<file path="src/rtl/mtsr_ram.sv">
// Generic single write port, single read port RAM with registered read.
// Depends on nothing.
module mtsr_ram #(
   parameter int WIDTH = 8,
   parameter int DEPTH = 512
) (
   input  logic                     clock,
   input  logic                     we,
   input  logic [$clog2(DEPTH)-1:0] waddr,
   input  logic [WIDTH-1:0]         wdata,
   input  logic [$clog2(DEPTH)-1:0] raddr,
   output logic [WIDTH-1:0]         rdata
);

   logic [WIDTH-1:0] mem [DEPTH];

   // Write, and register the read word
   always_ff @(posedge clock) begin
      if (we) begin
         mem[waddr] <= wdata;
      end
      rdata <= mem[raddr];
   end

endmodule

</file>
<file path="config.mk">
export PLATFORM = sky130hd
export DESIGN_NAME = mtsr_ram
export DESIGN_NICKNAME = d
export VERILOG_FILES = /design/src/rtl/mtsr_ram.sv
export SDC_FILE = /design/constraint.sdc
export NUM_CORES = 2
export LEC_CHECK = 0
export BUFFER_PORTS_ARGS = -buffer_cell sky130_fd_sc_hd__buf_4
export CAP_MARGIN = 40
export CORE_MARGIN = 2
export CORE_UTILIZATION = 54
export CTS_CLUSTER_DIAMETER = 100
export DETAILED_ROUTE_END_ITERATION = 16
export MAX_ROUTING_LAYER = met4
export PLACE_DENSITY = 0.77
export SYNTH_ARGS = -nofsm -noshare
export SYNTH_HDL_FRONTEND = slang
export SYNTH_SLANG_ARGS = --single-unit
</file>
<file path="constraint.sdc">
create_clock -name clock -period 3.15 [get_ports clock]
set_input_delay 0.63 -clock clock [delete_from_list [all_inputs] [get_ports clock]]
set_output_delay 0.63 -clock clock [all_outputs]
set_load 0.005 [all_outputs]
</file>
# Word-level counts from Yosys, hierarchy flattened
# Memories as Yosys holds them, arrays and structs flattened. A register that Yosys moved wholly into a read port is not among the register bits.
# Index checks and enable logic that the tools add are counted.
dict set report totals {
  n_memories 1
  reg_bits 0
  mem_bits_rw 4096
}
dict set report classes {
  muxes 2
}
# name depth width rd rd_clocked_by_memory_dff write_ports line
set memory_table {}
lappend memory_table {mem 512 8 1 1 1 15} ;# logic [WIDTH-1:0] mem [DEPTH];
# operator count
set op_table {}
lappend op_table {{$mux W1} 2}

# Logic depth before layout (Yosys ltp)
dict set report logic_depth {
  word_depth 2
  ltp_mapped 12
  depth_no_buf 7
}

# Worst setup path before layout
# No wires, ideal clock.
dict set report synth_path {
  path_kind {input -> register}
  start {input port raddr[0]}
  end {register rdata[0], read port of mem}
  arrival_time_ns 2.484
  stages 10
  setup_slack_ns 0.548
  required_time_ns 3.032
  setup_ns 0.118
  path_buffers 4
  path_cell_list {buf_4 -> buf_12 -> buf_12 -> buf_2 -> mux4_2 -> o21ai_0 -> nand3_1 -> nand4_1 -> o21ai_0 -> o2111a_1}
}
# item line
set synth_rtl {}
lappend synth_rtl {{from (decl)} 11} ;# input logic [$clog2(DEPTH)-1:0] raddr,
lappend synth_rtl {{to (decl)} 12} ;# output logic [WIDTH-1:0] rdata

==> impl_metrics.yaml <==
clock_tree:
  clkLatencyLatePin_ns: 0.95
  clk_path_buf_depth: 4
  cts_root_buf: "clkbuf_16"
  hold_buffers: 0
  clkSinkCount: 4104
  ctsHtreeMaxLevel: 5
  cts_buffers: 389
  cts_setup_buffers: 0
  cts_tree: "yes"
  clk_pin_slew_worst_paths_ns: 0.07
die:
  die_x_microns: 548
  ios: 36
  core_sq_um: 294000
  dieHeight_microns: 548
  die-area_sq_um: 301000
  num_rows: 199
  start_util_pct: 54.3
critical_path:
  path_delay_family: "compound AO/OA/AOI/OAI gates"
  worstPathMaxFanout: 112
  cp_cell_sequence: "buf_8 -> or2_4 -> buf_12 -> o221ai_1 -> o22ai_1 -> o21ai_1 -> nand4_1 -> buf_4 -> nor4_1 -> buf_2 -> o2111a_1"
  cpMaxStageDelayCell: "o21ai_1"
  crit_required_ns: 4.05
  critical_path_class: "input pin to flop"
  worstPathArrival_ns: 4.13
  cpPeakStageDelay_ns: 0.55
  start_kind: "input pin"
  end_kind: "flop"
  crit_buf_inv: 4
power_and_ir_drop:
  p_per_area_nw_per_um2: 608
  peakVddDrop_mv: 0.505
  total_power_mw: 113
  power.static_leakage_nw: 60.9
sta:
  setup_viol: 1
  grt_setup_unrepaired: "no"
  fmax_ghz: 0.310
  max_slew_margin_pct: 35.5
  worst_slack_ns: -0.0783
  tightest_slew_ns: 0.964
  slew_violations: 0
  period_share_pct: 102
  whs_ns: 0.127
  fin_crit_ns: 3.23
  final_hold_viol_count: 0
  skew_ns: 0.0867
synth:
  ys_seq_elements: 4104
  synth_fp_nets: 8058
  synth_seq_area_share_pct: 77.0
  syn_inst: 8030
  syn_area_sq_um: 160000
  netlist-cell-type-count: 51
  async_flop_share_pct: 0
  yosysWarnings: 0
  synth-main-ff-cell: "edfxtp_1"
  synth_edf_count: 4096
  syn_avg_cell_area_sq_um: 19.9
run_status:
  status: "finished, violations left"
  violations: "negative setup slack"
global_routing:
  antenna_found_initial: 28
  grt_pass1_vias: 88778
  grt_pass1_wl_microns: 619000
  grt_util_all_layers_pct: 29.2
  grt_overflow: 0
  grt_max_degree: 113
place:
  port_buffers: 35
  gp_congestion: 0.942
  dp_hpwl_microns: 267000
  dpl_cell_area_sq_um: 173000
finish:
  area_delta_synth_final_pct: 15.9
  final_area_sq_um: 185000
  layout_common_cells: "edfxtp_1 (4096), buf_4 (995), mux2i_1 (797), mux4_2 (654), nor2_1 (597)"
  final_nets: 9104
  final_layout_size_suffix_gt1_share_pct: 25.5
  final_common_cell: "edfxtp_1"
detailed_routing:
  firstDrtPassIters: 8
  drc: 0
  vias: 88549
  drt_iter0_drc: 14353
  routed_via_density: 6.64
  wl_microns: 430000
  wl_per_cell_microns: 32.2
  postRouteAntennaNets: 0
flow_run:
  drv_cap: 0
worst_hold_path:
  hp-class: "input pin to flop"
[final cells by class]
| cell class | count | area (sq um) |
|---|---|---|
| inverter | 3 | 18.8 |
| multi-input combinational | 3410 | 34000 |
| fill | 18761 | 109000 |
| antenna | 30 | 75.1 |
| timing repair buffer | 1168 | 10800 |
| sequential | 4104 | 123000 |
| clock inverter | 233 | 2340 |
| tap | 3919 | 4900 |
| clock buffer | 463 | 10100 |
[final timing paths]
kind	startpoint	end	slack, ns	cells past startpoint
setup reg to reg	mem[40][3]	rdata[3]	0.26	9
hold / removal	wdata[7]	mem[386][7]	0.13	1
setup / recovery	raddr[1]	rdata[4]	-0.08	11
hold reg to reg	mem[296][2]	rdata[2]	1.14	6
[synthesized netlist by cell type (6+ instances only)]
cell type | count | area [sq um]
a22oi_1 | 61 | 458
dfxtp_1 | 8 | 160
o2111a_1 | 8 | 90.1
nor3b_1 | 8 | 60.1
a21oi_1 | 194 | 971
o31ai_1 | 13 | 97.6
mux2i_1 | 797 | 7980
nand3_1 | 36 | 180
o41ai_1 | 7 | 61.3
nor2_1 | 597 | 2240
edfxtp_1 | 4096 | 123000
o22ai_1 | 163 | 1020
buf_4 | 70 | 526
nor2b_1 | 6 | 37.5
o221ai_1 | 371 | 3250
o21ai_0 | 118 | 591
clkbuf_1 | 265 | 995
buf_2 | 57 | 285
nor3_1 | 109 | 546
and2_1 | 20 | 125
buf_1 | 41 | 154
nand2_1 | 111 | 417
nor4_1 | 36 | 225
mux4_2 | 654 | 14700
buf_8 | 11 | 165
buf_6 | 64 | 721
a211oi_1 | 17 | 128
nand4_1 | 32 | 200
or3_1 | 6 | 37.5
[sequential cells by signal (all words and copies together), names as in the netlist]
name,cells
mem,4096
rdata,8
[worst reg2reg max path, delay by kind of cell (launching register included)]
family / cells / cell delay (ns)
compound gates: 3 / 0.69
flops: 1 / 0.34
mux: 1 / 0.09
simple gates: 3 / 1.32
buf+inv: 2 / 0.39
[kinds of logic (layout without fill, tap and decap cells)]
kind of cell           Yosys count  in the layout  synth area share, %
DFF                           4104           4104                 77.0
other                            0             30                    0
AOI/OAI and AO/OA              979            979                 4.31
and+or+nand+nor                980            980                 2.63
muxes                         1451           1451                 14.2
buffers and inverters          516           1867                 1.85
[power breakdown]
part / total, mW / leakage (nW) / internal [mW] / switching (mW)
sequential: 60.2 / 36.9 / 60.1 / 0.0745
clock: 46.2 / 6.04 / 26.1 / 20.1
combinational: 6.25 / 18.0 / 2.28 / 3.97
[through the flow]
stage / utilization, % / TNS, ns / setup WS (ns) / std cells
after floorplan: - / 0 / 0.548 / 8030
after global placement: 58.7 / -6.89 / -1.28 / 12597
after detailed placement: 58.7 / -5.77 / -1.02 / 12603
after CTS: 63.0 / 0 / 0.0580 / 13299
after global routing: 63.0 / 0 / 0.00539 / 13321
final: 63.0 / -0.0783 / -0.0783 / 13330
[layer usage]
layer	up-vias	GRT usage, %	wire [microns]
met1	45214	37.2	148000
li1	35534	-	-
met2	6549	45.0	206000
met4	0	13.6	22400
met5	-	-	0
met3	1252	6.70	53000
[what timing repair did]
action / CTS / global route
endpoints found under the setup margin: 3 / 3
pin swaps: 0 / 1
gates resized for setup: 3 / 4
Note: power is estimated with default switching activity, not from simulation.
