File: src/rtl/mtsr_pkg.sv
// Shared constants, codes and types of the Modbus TCP responder.
// Depends on nothing; used by mtsr_store, mtsr_addr_unit and the top level of the block.
package mtsr_pkg;

   localparam int DATA_WORDS  = 64;
   localparam int FRAME_BYTES = 512;
   localparam int RESP_BYTES  = 260;
   localparam int STORE_AW    = $clog2(DATA_WORDS);
   localparam int REQ_AW      = $clog2(FRAME_BYTES);
   localparam int RESP_AW     = $clog2(RESP_BYTES);
   localparam int MAX_BITS    = 2000;
   localparam int MAX_WORDS   = 125;
   localparam int COUNT_MAX   = 1023;

   // Transaction actions
   localparam logic [1:0] ACT_RX   = 2'd0;
   localparam logic [1:0] ACT_PULL = 2'd1;
   localparam logic [1:0] ACT_HWR  = 2'd2;
   localparam logic [1:0] ACT_HRD  = 2'd3;

   // Function codes
   localparam logic [7:0] FC_RD_COILS  = 8'd1;
   localparam logic [7:0] FC_RD_INPUTS = 8'd2;
   localparam logic [7:0] FC_RD_HOLD   = 8'd3;
   localparam logic [7:0] FC_RD_INREG  = 8'd4;
   localparam logic [7:0] FC_WR_COIL   = 8'd5;
   localparam logic [7:0] FC_WR_REG    = 8'd6;
   localparam logic [7:0] FC_WR_COILS  = 8'd15;
   localparam logic [7:0] FC_WR_REGS   = 8'd16;

   localparam logic [15:0] COIL_ON  = 16'hFF00;
   localparam logic [15:0] COIL_OFF = 16'h0000;

   // Word store access from the sequencer
   typedef struct packed {
      logic                we;
      logic [STORE_AW-1:0] waddr;
      logic [15:0]         wdata;
      logic [STORE_AW-1:0] raddr;
   } store_req_type;

endpackage

File: src/rtl/mtsr_addr_unit.sv
// Shared address adder: start address plus loop index, with store range flags.
// Depends on mtsr_pkg.
module mtsr_addr_unit (
   input  logic [15:0] base,
   input  logic [10:0] offset,
   output logic [16:0] sum,
   output logic        word_ok,
   output logic        bit_ok
);

   assign sum     = {1'b0, base} + {6'b0, offset};
   assign word_ok = sum < 17'(mtsr_pkg::DATA_WORDS);
   assign bit_ok  = sum[16:4] < 13'(mtsr_pkg::DATA_WORDS);

endmodule

File: config.mk
export PLATFORM = sky130hd
export DESIGN_NAME = mtsr_addr_unit
export DESIGN_NICKNAME = d
export VERILOG_FILES = /design/src/rtl/mtsr_pkg.sv /design/src/rtl/mtsr_addr_unit.sv
export SDC_FILE = /design/constraint.sdc
export NUM_CORES = 1
export LEC_CHECK = 0
export BUFFER_PORTS_ARGS = -buffer_cell sky130_fd_sc_hd__buf_2
export CAP_MARGIN = 20
export CORE_MARGIN = 5
export CORE_UTILIZATION = 47
export DETAILED_ROUTE_END_ITERATION = 10
export GPL_ROUTABILITY_DRIVEN = 0
export GPL_TIMING_DRIVEN = 0
export PLACE_DENSITY = 0.92
export SLEW_MARGIN = 15
export SYNTH_ARGS = -nofsm -noshare
export SYNTH_HDL_FRONTEND = slang
export SYNTH_SLANG_ARGS = --single-unit
File: constraint.sdc
create_clock -name vclk -period 4.19
set_input_delay 0.838 -clock vclk [all_inputs]
set_output_delay 0.838 -clock vclk [all_outputs]
set_load 0.02 [all_outputs]
# Word-level counts from Yosys, hierarchy flattened
# Cells that the tools add are included.
# totals
regBits	0
in_bits	27
word_cells	3
# op_classes
n_addsub	1
order_cmp	2
# ops
op	n
$add A16 B11 Y17	1
$lt A17 B7 Y1 const B	1
$lt A13 B7 Y1 const B	1

# Depth between registers and ports, before layout
# logic_depth
ltp_word	2
mapped_depth	8

# Worst setup path before layout
# Ideal clock, no wire load.
# synth_path
path_type	in2out
start	input port offset[0]
end	output port word_ok
arrival_ns	2.878
setup_slack_ns	0.474
stages	8
cell_sequence	ha_1 > fa_1 > a21o_1 > a221oi_4 > o211ai_2 > nand3_1 > xnor2_1 > and4bb_1
# synth_via
elab_chain_cells	2
# synth_lines
element	line_no	text
start, declared	mtsr_addr_unit.sv:5	input logic [10:0] offset,
$add A16 B11 Y17	mtsr_addr_unit.sv:11	assign sum = {1'b0, base} + {6'b0, offset};
via sum[14]	mtsr_addr_unit.sv:6	output logic [16:0] sum,
$lt A17 B7 Y1	mtsr_addr_unit.sv:12	assign word_ok = sum < 17'(mtsr_pkg::DATA_WORDS);
end, declared	mtsr_addr_unit.sv:7	output logic word_ok,
# The timed path passes the listed nets, and every way through them passes these cells.

# Worst setup path after layout
# layout_path
start	input port offset[0]
end	output port bit_ok
# layout_via
elab_chain_cells	2
# layout_lines
element	line_no	text
$add A16 B11 Y17	mtsr_addr_unit.sv:11	
$lt A13 B7 Y1	mtsr_addr_unit.sv:13	assign bit_ok = sum[16:4] < 13'(mtsr_pkg::DATA_WORDS);
end, declared	mtsr_addr_unit.sv:8	output logic bit_ok
# Every way passes these cells.

==> reports/results.ini <==
[synth]
synth_cell_types = 35
synth_compound_area_frac = 0.339
synth_xor_area_frac = 0.154
synth_top_area_cell = ha_1
synthMuxAreaShare = 0.0251
yosys.area_share.simple = 0.245
netlist_instances = 104
synth_area_sq_um = 797
synth_top_family_by_area = compound AO/OA/AOI/OAI gates
synth_fp_nets = 143
synthAdderAreaFrac = 0.198
avgSynthCellArea_sq_um = 7.66
yosysWarningCount = 0
synth_top_area_frac = 0.173
seq_area_frac_synth = 0
synth_area_leaders = ha_1, xnor2_1, a21oi_1

[worst_setup_path]
critPathKind = in -> out
worstPathCellList = buf_2 > ha_1 > fa_1 > a21o_1 > a221oi_4 > o211ai_2 > mux2i_1 > nor4_1 > nor3b_2 > buf_2
cp-end-kind = output port
crit_fanout = 6
crit_path_start_kind = input pin
arrival_ps = 3170
worstPathRequired_ps = 3350
slowest_delay_ps = 400
crit_top_cell = buf_2
critical-path-slowest-cell = fa_1

[final_layout]
final_common_cell = buf_2
most-common-layout-cells = buf_2, ha_1, a21oi_1
utilization = 0.672
clock_buffers = 0
regArea_sq_um = 0
area_delta_synth_final_pct = 31.4
final_nets = 191
num_antenna_cells = 0
seq_cells = 0
final_area_sq_um = 1050
final_layout_size_suffix_gt1_frac = 0.387

[global_route]
first_global_vias = 840
grt_max_degree = 10
grt-ovfl-total = 0
grt_pass1_wl_um = 3290
track_usage = 0.149
antenna_found_initial = 0

[sta]
hold_viol = 0
drv_slew = 0
fmax_mhz = 249
rsz0062_at_grt = no
fin_ws_ps = 178
fin_crit_sh = 0.958
setup_tns_ps = 0
relSlewSlack = 0.735
setup_viol = 0
period_needed_ps = 4010
worst_pin_slew_ps = 397

[power_and_ir_drop]
vdd_ir_drop_max_mv = 0.105
p_total_mw = 0.196
power_density_nw_per_um2 = 187
power.leakage_nw = 0.541

[routing]
post-route-drc-count = 0
initialDrtViolationCount = 9
vias = 929
dr.pass1.iters = 4
drtAntennaViolNets = 0
wl_per_cell_um = 12.1
vias_per_cell = 5.60
routed_wirelength_um = 2020

[place]
hpwlAfterDp_um = 1790
portBuffers = 46
place_ws_ps = 196
placed_cell_area_sq_um = 1050

[floorplan]
rows = 14
die_x_um = 51.2
core_sq_um = 1560
dieArea_sq_um = 2620
pin_count = 46
initial_core_util = 0.511
die_h_um = 51.2

[clock_network]
cts_setup_buffers = 0
cts_hold_buffers = 0
postCtsResizedCells = 0

[run]
drv_cap = 0

[hold_path]
min_path_type = in -> out

[outcome]
status = completed

## kinds of logic (layout without fill, tap and decap cells)
kind of cell               count (synthesis)  in the layout
muxes                                      2              2
and+or+nand+nor                           37             37
adders and majority gates                 12             12
xor gates and xnor gates                  14             14
buffers and inverters                      5             51
AOI/OAI and AO/OA                         34             34
## final timing paths
kind / from / end / depth (start not counted)
max: offset[0] / bit_ok / 10
min: base[12] / sum[12] / 3
## cell usage after synthesis, types with 2 or more instances
| master | number |
|---|---|
| nand3_1 | 5 |
| xor2_1 | 5 |
| a31oi_1 | 2 |
| o211ai_1 | 2 |
| nand2b_1 | 2 |
| a21oi_1 | 10 |
| o21a_1 | 2 |
| mux2i_1 | 2 |
| and2_1 | 2 |
| nand2_1 | 9 |
| and3_1 | 3 |
| inv_1 | 2 |
| nor2_1 | 9 |
| o211ai_2 | 3 |
| xnor2_1 | 9 |
| o21ai_0 | 3 |
| a21o_1 | 6 |
| ha_1 | 11 |
## report_power, final
group / internal, mW / leakage [nW] / switching [mW] / total (mW)
combinational: 0.0812 / 0.541 / 0.115 / 0.196
clock: 0 / 0 / 0 / 0
sequential: 0 / 0 / 0 / 0
total: 0.0812 / 0.541 / 0.115 / 0.196
## per-stage QoR
stage,hold WS [ps],instances
2_1_floorplan,1820,104
3_3_place_gp,2000,166
3_5_place_dp,2000,166
4_1_cts,2000,166
5_1_grt,2030,166
6_report,2000,166
## area by class of cell
type	instances	area, sq um
Multi-Input combinational cell	99	766
Fill cell	149	512
Timing Repair Buffer	46	230
Buffer	3	23.8
Tap cell	16	20.0
Inverter	2	7.51
## worst max-delay path, delay by kind of cell
kind | cells | cell delay, ps
buffers and inverters | 2 | 280
adder cells (fa/ha/maj) | 2 | 630
AO/OA/AOI/OAI | 3 | 820
AND/OR/NAND/NOR | 2 | 440
multiplexers | 1 | 150
## per-layer routing
layer	GRT usage	vias to the layer above	wire length, um
li1	-	479	-
met1	0.177	411	828
met2	0.290	35	996
met3	0.0145	4	159
met4	0.0179	0	31
met5	0	-	0
Power figures use the tool's default switching activity.
