File: src/rtl/mtsr_pkg.sv
// Shared constants, codes and types of the Modbus TCP responder.
// Depends on nothing; used by mtsr_store, mtsr_addr_unit and the top level of the block.
package mtsr_pkg;

   localparam int DATA_WORDS  = 64;
   localparam int FRAME_BYTES = 512;
   localparam int RESP_BYTES  = 260;
   localparam int STORE_AW    = $clog2(DATA_WORDS);
   localparam int REQ_AW      = $clog2(FRAME_BYTES);
   localparam int RESP_AW     = $clog2(RESP_BYTES);
   localparam int MAX_BITS    = 2000;
   localparam int MAX_WORDS   = 125;
   localparam int COUNT_MAX   = 1023;

   // Transaction actions
   localparam logic [1:0] ACT_RX   = 2'd0;
   localparam logic [1:0] ACT_PULL = 2'd1;
   localparam logic [1:0] ACT_HWR  = 2'd2;
   localparam logic [1:0] ACT_HRD  = 2'd3;

   // Function codes
   localparam logic [7:0] FC_RD_COILS  = 8'd1;
   localparam logic [7:0] FC_RD_INPUTS = 8'd2;
   localparam logic [7:0] FC_RD_HOLD   = 8'd3;
   localparam logic [7:0] FC_RD_INREG  = 8'd4;
   localparam logic [7:0] FC_WR_COIL   = 8'd5;
   localparam logic [7:0] FC_WR_REG    = 8'd6;
   localparam logic [7:0] FC_WR_COILS  = 8'd15;
   localparam logic [7:0] FC_WR_REGS   = 8'd16;

   localparam logic [15:0] COIL_ON  = 16'hFF00;
   localparam logic [15:0] COIL_OFF = 16'h0000;

   // Word store access from the sequencer
   typedef struct packed {
      logic                we;
      logic [STORE_AW-1:0] waddr;
      logic [15:0]         wdata;
      logic [STORE_AW-1:0] raddr;
   } store_req_type;

endpackage

File: src/rtl/mtsr_ram.sv
// Generic single write port, single read port RAM with registered read.
// Depends on nothing.
module mtsr_ram #(
   parameter int WIDTH = 8,
   parameter int DEPTH = 512
) (
   input  logic                     clock,
   input  logic                     we,
   input  logic [$clog2(DEPTH)-1:0] waddr,
   input  logic [WIDTH-1:0]         wdata,
   input  logic [$clog2(DEPTH)-1:0] raddr,
   output logic [WIDTH-1:0]         rdata
);

   logic [WIDTH-1:0] mem [DEPTH];

   // Write, and register the read word
   always_ff @(posedge clock) begin
      if (we) begin
         mem[waddr] <= wdata;
      end
      rdata <= mem[raddr];
   end

endmodule

File: src/rtl/mtsr_store.sv
// Coil and register word store: RAM plus per-word valid bits so that reset reads zero.
// Depends on mtsr_pkg and mtsr_ram.
module mtsr_store (
   input  logic                   clock,
   input  logic                   reset,
   input  mtsr_pkg::store_req_type req,
   output logic [15:0]            rdata
);

   logic [mtsr_pkg::DATA_WORDS-1:0] valid_ff;
   logic                            rvalid_ff;
   logic [15:0]                     ram_rdata;

   mtsr_ram #(.WIDTH(16), .DEPTH(mtsr_pkg::DATA_WORDS)) u_ram (
      .clock (clock),
      .we    (req.we),
      .waddr (req.waddr),
      .wdata (req.wdata),
      .raddr (req.raddr),
      .rdata (ram_rdata)
   );

   // Track written words and register the valid bit with the read
   always_ff @(posedge clock) begin
      if (reset) begin
         valid_ff  <= '0;
         rvalid_ff <= 1'b0;
      end else begin
         rvalid_ff <= valid_ff[req.raddr];
         if (req.we) begin
            valid_ff[req.waddr] <= 1'b1;
         end
      end
   end

   assign rdata = rvalid_ff ? ram_rdata : 16'h0000;

endmodule

File: config.mk
export PLATFORM = sky130hd
export DESIGN_NAME = mtsr_store
export DESIGN_NICKNAME = d
export VERILOG_FILES = /design/src/rtl/mtsr_pkg.sv /design/src/rtl/mtsr_ram.sv /design/src/rtl/mtsr_store.sv
export SDC_FILE = /design/constraint.sdc
export NUM_CORES = 1
export LEC_CHECK = 0
export BUFFER_PORTS_ARGS = -buffer_cell sky130_fd_sc_hd__buf_2
export CAP_MARGIN = 30
export CORE_AREA = 2 2 221 332
export DETAILED_ROUTE_END_ITERATION = 10
export DIE_AREA = 0 0 223 334
export GPL_TIMING_DRIVEN = 0
export PLACE_DENSITY = 0.76
export SLEW_MARGIN = 15
export SYNTH_ARGS = -nofsm -noshare
export SYNTH_HDL_FRONTEND = slang
export SYNTH_HIERARCHICAL = 1
export SYNTH_SLANG_ARGS = --single-unit
File: constraint.sdc
create_clock -name clock -period 6.8 [get_ports clock]
set_input_delay 0.68 -clock clock [delete_from_list [all_inputs] [get_ports clock]]
set_output_delay 0.68 -clock clock [all_outputs]
set_load 0.01 [all_outputs]
# After elaboration in Yosys (flattened, before gate mapping)
# Memory sizes are Yosys's and may differ from the RTL's. A register that Yosys moved wholly into a read port is not among the register bits.
# Cells that the tools add are included.
totals:
  ff_bits: 65
  mem_bits_rw: 1024
  input_bits: 31
  out_inout_bits: 16
  word_cells: 15
  n_memories: 1
classes:
  n_lt_le_gt_ge: 3
  n_mux: 7
  n_bitwise: 1
  n_reduce_logical: 1
memory_table:
  columns: ["memory", "depth", "width", "rd", "rd_ports_with_merged_regs", "wr", "line", "rtl"]
  rows:
  - ["u_ram.mem", 64, 16, 1, 1, 1, "mtsr_ram.sv:15", "logic [WIDTH-1:0] mem [DEPTH];"]
ops:
  columns: ["op", "n"]
  rows:
  - ["$or A64 B64 Y64", 1]
  - ["$mux W16", 1]
  - ["$lt A6 B7 Y1 const B", 2]
  - ["$bmux W1 S6", 1]
  - ["$demux W1 S6", 1]
  - ["$ge A6 B1 Y1 const B", 1]
  - ["$mux W1", 4]
  - ["$logic_and A1 B1 Y1", 1]

# Depth between registers and ports, before layout
# Gate-level depths: netlist of run 1.
logic_depth:
  depth_word: 5
  mapped_depth: 10
  depth_no_buf: 5

# Cells and area by module
# The synthesis of run 1 kept the hierarchy.
modules_own_cells:
  columns: ["module", "n_inst", "cells_per_inst", "area_per_inst_um2", "seq_area_each_um2"]
  rows:
  - ["mtsr_ram", 1, 1829, 40042.2, 31069.8]
  - ["mtsr_store", 1, 288, 2722.6, 1301.2]

# Worst setup path after synthesis of run 1
# Ideal clock, no wire load.
synth_timing:
  kind: "input to register"
  start: "input req[25] in the netlist's numbering"
  end: "memory u_ram.mem[48][0] (enable)"
  setup_time_ps: 409
  arrival_ps: 2306
  t_required_ps: 6391
  path_slack_ps: 4085
  stages: 4
  path_buffers: 1
  cell_sequence: "clkbuf_1 -> nor2b_1 -> nand4b_1 -> nor3_1"
synth_rtl:
  columns: ["item", "line", "rtl"]
  rows:
  - ["start: declaration", "mtsr_store.sv:6", "input mtsr_pkg::store_req_type req,"]
  - ["end: declaration", "mtsr_ram.sv:15", null]
# Straight into the memory's write port.

==> implementation parameters, run 1 <==
Parameter                              Value

Job
  Total of max-cap violations ... 0

Power and ir drop
  Maximum vdd ir drop ... 0.2300 mV
  P per Cell Area ... 282.6 mW/mm^2
  Combinational cell fraction of total power ... 5.7%
  Proportion of total power due to net switching ... 21.18%
  Leakage power of the design ... 15.69 nW
  Total net switching power ... 0.002910 W
  Sequential power share ... 54.5%
  Cell-internal power ... 0.01082 W
  Total power consumption of the routed design ... 0.01373 W
  Proportion of power drawn by the clock network ... 39.8%

Global routing
  First-pass GRT wire length ... 157600 microns
  Pin count of the biggest net entering global routing ... 65
  Most congested layer reported by global routing ... met2
  Vias in the first global route ... 23070
  Fraction of met3 tracks used by global routing ... 5.720%
  Total track usage ... 30.06%
  Number of antenna violations at the first check in global routing ... 2
  Routing usage on met1 ... 34.07%
  Routing usage on met2 ... 52.18%
  Grt total ovfl ... 0

Yosys
  Share of synthesized flip-flops with an asynchronous set or reset ... 0%
  Total standard cell area after synthesis ... 0.04276 sq mm
  Post-synthesis cell count ... 2117
  Part of the Yosys area used for sequential elements ... 75.70%
  Number of enable-type register cells in the synthesized netlist ... 1024
  Number of distinct library cells after synthesis ... 46
  Commonest register cell after synthesis ... edfxtp_1
  Net count after synthesis ... 2148
  Average footprint of a synthesized cell ... 20.20 sq um
  Yosys reg bits ... 1105
  Count of synthesis-stage warnings from yosys ... 6

Floorplanning
  Die Ht ... 334 microns
  Die width ... 223 microns
  Std-Cell Core Area ... 0.07191 sq mm
  Total die area ... 0.07448 sq mm
  Site Rows ... 121
  Initial standard-cell utilization of the core ... 59.47%
  Io pins ... 47

Clock network
  CTS clk-pin slew, worst paths ... 60 ps
  Post-CTS Repair Setup Buffers ... 0
  Maximum level of the CTS H-tree ... 3
  Num Clock Sinks ... 1105
  Total CTS buffers ... 93
  Later-pin clock latency in the skew report ... 660 ps
  Largest buffer count on any clock path ... 3
  # resized after CTS ... 0
  CTS Hold Buffers Added ... 0
  Buffer cell driving the clock tree root ... clkbuf_16
  TritonCTS clock tree ... yes

Timing
  Setup repair after global routing missed its margin ... false
  Relative slew slack ... 33.00%
  Total count of hold-check failures in the final report ... 0
  Slew at the pin with the worst max-slew slack ... 997.3 ps
  Max frequency ... 312.8 MHz
  Final count of pins violating max slew ... 0
  Minimum clock period after layout ... 3197 ps
  Period utilisation layout ... 47.01%
  Accumulated negative setup slack ... 0 ps
  Count of endpoints failing setup in the final report ... 0
  Setup Skew ... 25.47 ps

Route
  Post-DRT Antenna Nets ... 0
  Routed via count ... 22560
  Wire length after detailed routing ... 110000 microns
  Vias per cell ... 6.764
  Residual DRC ... 0
  Post-DR wirelength/cell ... 32.99 microns
  Drt pass-1 iters ... 7
  Starting DRT DRC Count ... 3007

Final layout
  # fillers ... 4238
  Area taken by multi-input logic gates ... 0.009741 sq mm
  Flip-flop and latch area ... 0.03237 sq mm
  Layout cell share with drive strength beyond 1 ... 27.97%
  Final layout net count ... 2365
  Area added between synthesis and finish ... 13.63%
  N_diodes ... 0

Critical path
  Kind of critical path ... input port to register
  Crit-path max FO ... 10
  Critical Path Source Type ... input port
  Kind of end point of the critical path ... register
  Required time at the endpoint of the critical path ... 7290 ps
  Worst EP arrival ... 3690 ps

Placed design
  Weighted congestion reported at the end of routability-driven placement ... 0.9629
  Port Buffer Count ... 42
  Detailed-placement wirelength estimate ... 75330 microns

Worst hold path
  Worst hold path class ... register to register

Outcome
  Status ... complete, no violations
sequential cells by signal, indices dropped and copies added (netlist names):
name	count
u_ram/mem	1024
valid_ff	64
u_ram/rdata	16
rvalid_ff	1
path summary, 6_finish.rpt:
| path | startpoint | cells past startpoint | end | slack, ps |
|---|---|---|---|---|
| worst min register to register | valid_ff[52]$_SDFFE_PP0P_ | 2 | valid_ff[52]$_SDFFE_PP0P_ | 470 |
| worst max register to register | u_ram/mem[23][11]$_DFFE_PP_ | 5 | u_ram/rdata[11]$_DFF_P_ | 4230 |
| worst max-delay path | req[2] | 9 | u_ram/rdata[4]$_DFF_P_ | 3600 |
| worst min-delay path | valid_ff[52]$_SDFFE_PP0P_ | 2 | valid_ff[52]$_SDFFE_PP0P_ | 470 |
logic make-up (layout without fill, tap and decap cells):
| logic type | Yosys count | count (layout) | synth area share, % |
|---|---|---|---|
| buf+inv | 123 | 419 | 1.913 |
| flops | 1105 | 1105 | 75.70 |
| compound gates | 195 | 195 | 3.049 |
| simple gates | 331 | 331 | 3.646 |
| mux | 363 | 363 | 15.70 |
critical path, stage by stage:
cell      delay, ps
buf_2           160
buf_2           300
buf_4           250
buf_2           420
mux4_2          390
mux2i_1         610
a22oi_1         220
a31oi_1         510
a311oi_1        130
synth_stat cells (5+ instances only):
cell | n | area, sq um
nand2b_1 | 6 | 37.54
buf_12 | 5 | 100.1
and2_1 | 18 | 112.6
a31oi_1 | 12 | 75.07
o21ai_0 | 6 | 30.03
nor2_1 | 148 | 555.5
buf_6 | 18 | 202.7
a21oi_1 | 77 | 385.4
nor3_1 | 5 | 25.02
edfxtp_1 | 1024 | 30750
a221o_1 | 6 | 60.06
a311oi_1 | 8 | 70.07
nand2_1 | 62 | 232.7
a211oi_1 | 8 | 60.06
mux2i_1 | 95 | 950.9
a22oi_1 | 39 | 292.8
and4_1 | 5 | 43.79
buf_4 | 14 | 105.1
a22o_1 | 6 | 52.55
a221oi_1 | 16 | 140.1
a41oi_1 | 5 | 43.79
mux2_2 | 27 | 304.0
buf_2 | 38 | 190.2
nor2b_1 | 34 | 212.7
nand4_1 | 12 | 75.07
a211o_1 | 8 | 70.07
nand3_1 | 24 | 120.1
clkbuf_1 | 38 | 142.6
dfxtp_1 | 81 | 1622
mux4_1 | 8 | 210.2
mux4_2 | 233 | 5248
layout make-up:
type | instances | area share [%]
Buffer | 123 | 1.684
Tap cell | 922 | 2.374
Multi-Input combinational cell | 889 | 20.05
Clock inverter | 58 | 1.146
Sequential cell | 1105 | 66.62
Timing Repair Buffer | 122 | 2.840
Clock buffer | 116 | 5.291
power groups by stage:
stage	Sequential [W]	Combinational, W	Clock, W
2_1_floorplan	0.00763	0.000403	0
3_3_place_gp	0.00764	0.000709	0
3_5_place_dp	0.00764	0.000766	0
4_1_cts	0.00749	0.000771	0.00551
5_1_grt	0.00749	0.000807	0.00575
6_report	0.00749	0.000784	0.00546
stage by stage:
step | instance area [sq um] | hold slack [ps] | cells | utilization, % | setup slack (ps)
after floorplan | 42760 | 428.4 | 2117 | - | 4085
after global routing | 48590 | 489.8 | 3335 | 67.57 | 3657
final | 48590 | 468.7 | 3335 | 67.57 | 3603
after detailed placement | 45420 | 451.0 | 3156 | 63.16 | 3131
after global placement | 44130 | 439.9 | 3081 | 61.36 | 2809
after CTS | 48550 | 463.1 | 3330 | 67.51 | 3763
metal layers:
layer,up-vias,wire length (microns)
met5,-,24
met2,1439,57080
met4,4,8256
li1,9119,-
met1,11630,35530
met3,366,9142
cell usage in the layout (no fill, tap or decap), types with 17 or more instances in the layout:
cell type | Yosys | final
buf_2 | 38 | 81
buf_12 | 5 | 18
mux2i_1 | 95 | 95
mux2_2 | 27 | 27
a22oi_1 | 39 | 39
clkbuf_1 | 38 | 52
nor2_2 | 2 | 64
mux4_2 | 233 | 233
and2_1 | 18 | 18
nand2_1 | 62 | 62
nand3_1 | 24 | 24
nor2b_1 | 34 | 34
buf_4 | 14 | 17
dfxtp_1 | 81 | 81
clkbuf_16 | 0 | 99
buf_8 | 3 | 42
nor2_1 | 148 | 86
edfxtp_1 | 1024 | 1024
a21oi_1 | 77 | 77
buf_6 | 18 | 39
clkinv_1 | 0 | 19
(Power assumes the default switching activity.)
==> run 2, diff against run 1 <==
- CORE_AREA: 2 2 221 332 -> 2 2 227 341
- DIE_AREA: 0 0 223 334 -> 0 0 229 343
- PLACE_DENSITY: 0.76 -> 0.75
- clock period: 6.8 -> 2.6 ns (I/O delays scaled with it)
==> implementation parameters, run 2 (synthesis results as in run 1) <==
Parameter                              Value

Outcome
  Status ... finished with violations
  Violations in the final reports ... setup timing

Floorplanning
  Total die area ... 0.07855 sq mm
  Site Rows ... 124
  Initial standard-cell utilization of the core ... 56.48%
  Io pins ... 47
  Die width ... 229 microns
  Std-Cell Core Area ... 0.07571 sq mm
  Die Ht ... 343 microns

Global routing
  Number of antenna violations at the first check in global routing ... 0
  Vias in the first global route ... 22570
  Pin count of the biggest net entering global routing ... 65
  Grt total ovfl ... 0
  First-pass GRT wire length ... 154800 microns
  Total track usage ... 27.97%

Timing
  Max frequency ... 360.6 MHz
  Count of endpoints failing setup in the final report ... 5
  Final count of pins violating max slew ... 0
  Setup Skew ... 22.72 ps
  Total count of hold-check failures in the final report ... 0
  Period utilisation layout ... 106.7%
  Tightest hold margin ... 49.18 ps
  Slew at the pin with the worst max-slew slack ... 1101 ps
  Minimum clock period after layout ... 2773 ps
  Relative slew slack ... 26.59%
  Final worst slack ... -173.1 ps
  Setup repair after global routing missed its margin ... false

Route
  Routed via count ... 22350
  Residual DRC ... 0
  Starting DRT DRC Count ... 2987
  Drt pass-1 iters ... 6
  Post-DRT Antenna Nets ... 0
  Post-DR wirelength/cell ... 31.92 microns
  Wire length after detailed routing ... 109000 microns
  Vias per cell ... 6.545

Clock network
  Total CTS buffers ... 94
  Post-CTS Repair Setup Buffers ... 0
  Num Clock Sinks ... 1105
  TritonCTS clock tree ... yes
  CTS clk-pin slew, worst paths ... 70 ps
  Maximum level of the CTS H-tree ... 3
  Largest buffer count on any clock path ... 3
  Buffer cell driving the clock tree root ... clkbuf_16
  Later-pin clock latency in the skew report ... 670 ps
  CTS Hold Buffers Added ... 0

Final layout
  Commonest non-fill, non-tap cells in the layout ... edfxtp_1, mux4_2, clkbuf_16
  Layout cell share with drive strength beyond 1 ... 27.95%
  Area added between synthesis and finish ... 13.55%
  Flip-flop count of the largest register after layout ... 1024
  Most common cell after layout, fill and taps aside ... edfxtp_1
  Leading registers by flop count ... u_ram/mem x1024, valid_ff x64, u_ram/rdata x16
  Largest Register ... u_ram/mem
  Final layout net count ... 2360
  Final instance area ... 0.04856 sq mm
  Count of non-filler cells in the finished layout ... 3415

Power and ir drop
  Leakage power of the design ... 15.63 nW
  Sequential power share ... 54.8%
  Maximum vdd ir drop ... 0.5803 mV
  Proportion of power drawn by the clock network ... 39.5%
  Cell-internal power ... 0.02820 W
  Total power consumption of the routed design ... 0.03573 W
  Total net switching power ... 0.007529 W
  P per Cell Area ... 735.9 mW/mm^2
  Combinational cell fraction of total power ... 5.7%
  Proportion of total power due to net switching ... 21.07%

Placed design
  Area after detailed placement ... 0.04542 sq mm
  Dpl cells ... 3238
  Detailed-placement wirelength estimate ... 74760 microns
  Weighted congestion reported at the end of routability-driven placement ... 0.9493
  Port Buffer Count ... 42

Critical path
  Slowest cell delay on critical path ... 950 ps
  Worst path most repeated cell ... buf_2
  Buf+Inv Stages, Crit Path ... 3
  Kind of cell with the highest combined delay on the critical path ... compound AO/OA/AOI/OAI gates
  Kind of end point of the critical path ... register
  Kind of critical path ... input port to register
  Critical path, cell by cell ... buf_2 > buf_2 > buf_2 > nand2_4 > a211oi_1 > a221oi_1 > a221oi_1 > a311oi_1
  Critical Path Source Type ... input port
  Slowest-stage cell, CP ... a221oi_1
  Crit-path max FO ... 11
  Required time at the endpoint of the critical path ... 3070 ps
  Worst EP arrival ... 3250 ps

Worst hold path
  Worst hold path class ... input port to register

Job
  Total of max-cap violations ... 0
## run 2: cell types whose count changed in the layout (fill, tap and decap cells not counted), moves of 2 or more
cell,previous run,this run
mux2i_2,0,3
buf_6,39,43
buf_8,42,33
inv_1,0,2
diode_2,0,3
clkinv_2,16,21
inv_6,7,2
clkinvlp_4,5,2
buf_4,17,22
mux2i_1,95,92
clkinv_8,0,2
buf_2,81,78
clkinv_1,19,15
## run 2: cell type report
type	instances	area, sq um
Antenna cell	3	7.507
Buffer	123	822.0
Clock buffer	116	2541
Clock inverter	55	539.3
Fill cell	5004	27150
Multi-Input combinational cell	889	9758
Sequential cell	1105	32370
Tap cell	1008	1261
Timing Repair Buffer	116	1257
## run 2: power groups by stage
stage | registers [W] | logic [W] | clock network (W)
floorplan | 0.0200 | 0.00105 | 0
global placement | 0.0200 | 0.00186 | 0
detailed placement | 0.0200 | 0.00200 | 0
CTS | 0.0196 | 0.00201 | 0.0142
global route | 0.0196 | 0.00211 | 0.0148
finish | 0.0196 | 0.00204 | 0.0141
## run 2: worst reg2reg max path: stages (launching register included)
cell      delay, ps
edfxtp_1        370
mux4_2          510
mux2_2          290
a221oi_1        930
a311oi_1        210
## run 2: what timing repair did
| item | in CTS | in global routing |
|---|---|---|
| gates cloned | 0 | 0 |
| gates resized for setup | 2 | 4 |
| endpoints found under the setup margin | 6 | 4 |
## run 2: through the flow
stage | worst slack [ps] | TNS [ps] | utilization (%)
6_report | -173.1 | -373.2 | 64.13
5_1_grt | 11.42 | 0 | 64.12
4_1_cts | 24.08 | 0 | 64.07
3_5_place_dp | -865.2 | -72950 | 59.99
3_3_place_gp | -999.6 | -476790 | 58.43
2_1_floorplan | 305.2 | 0 | -
## run 2: worst paths after layout
path,cells past startpoint,slack [ps],endpoint,startpoint
hold reg to reg,2,460,valid_ff[56]$_SDFFE_PP0P_,valid_ff[56]$_SDFFE_PP0P_
hold / removal,1,50,u_ram/mem[62][8]$_DFFE_PP_,req[14]
setup / recovery,8,-170,u_ram/rdata[3]$_DFF_P_,req[1]
setup reg to reg,4,90,u_ram/rdata[3]$_DFF_P_,u_ram/mem[63][3]$_DFFE_PP_
## run 2: routing by layer
layer	vias to the layer above	wire length, microns	global-route usage (%)
met5	-	0	0
met4	0	8691	20.35
met3	315	8600	4.588
met2	1303	55980	48.35
met1	11630	35730	31.66
li1	9100	-	-
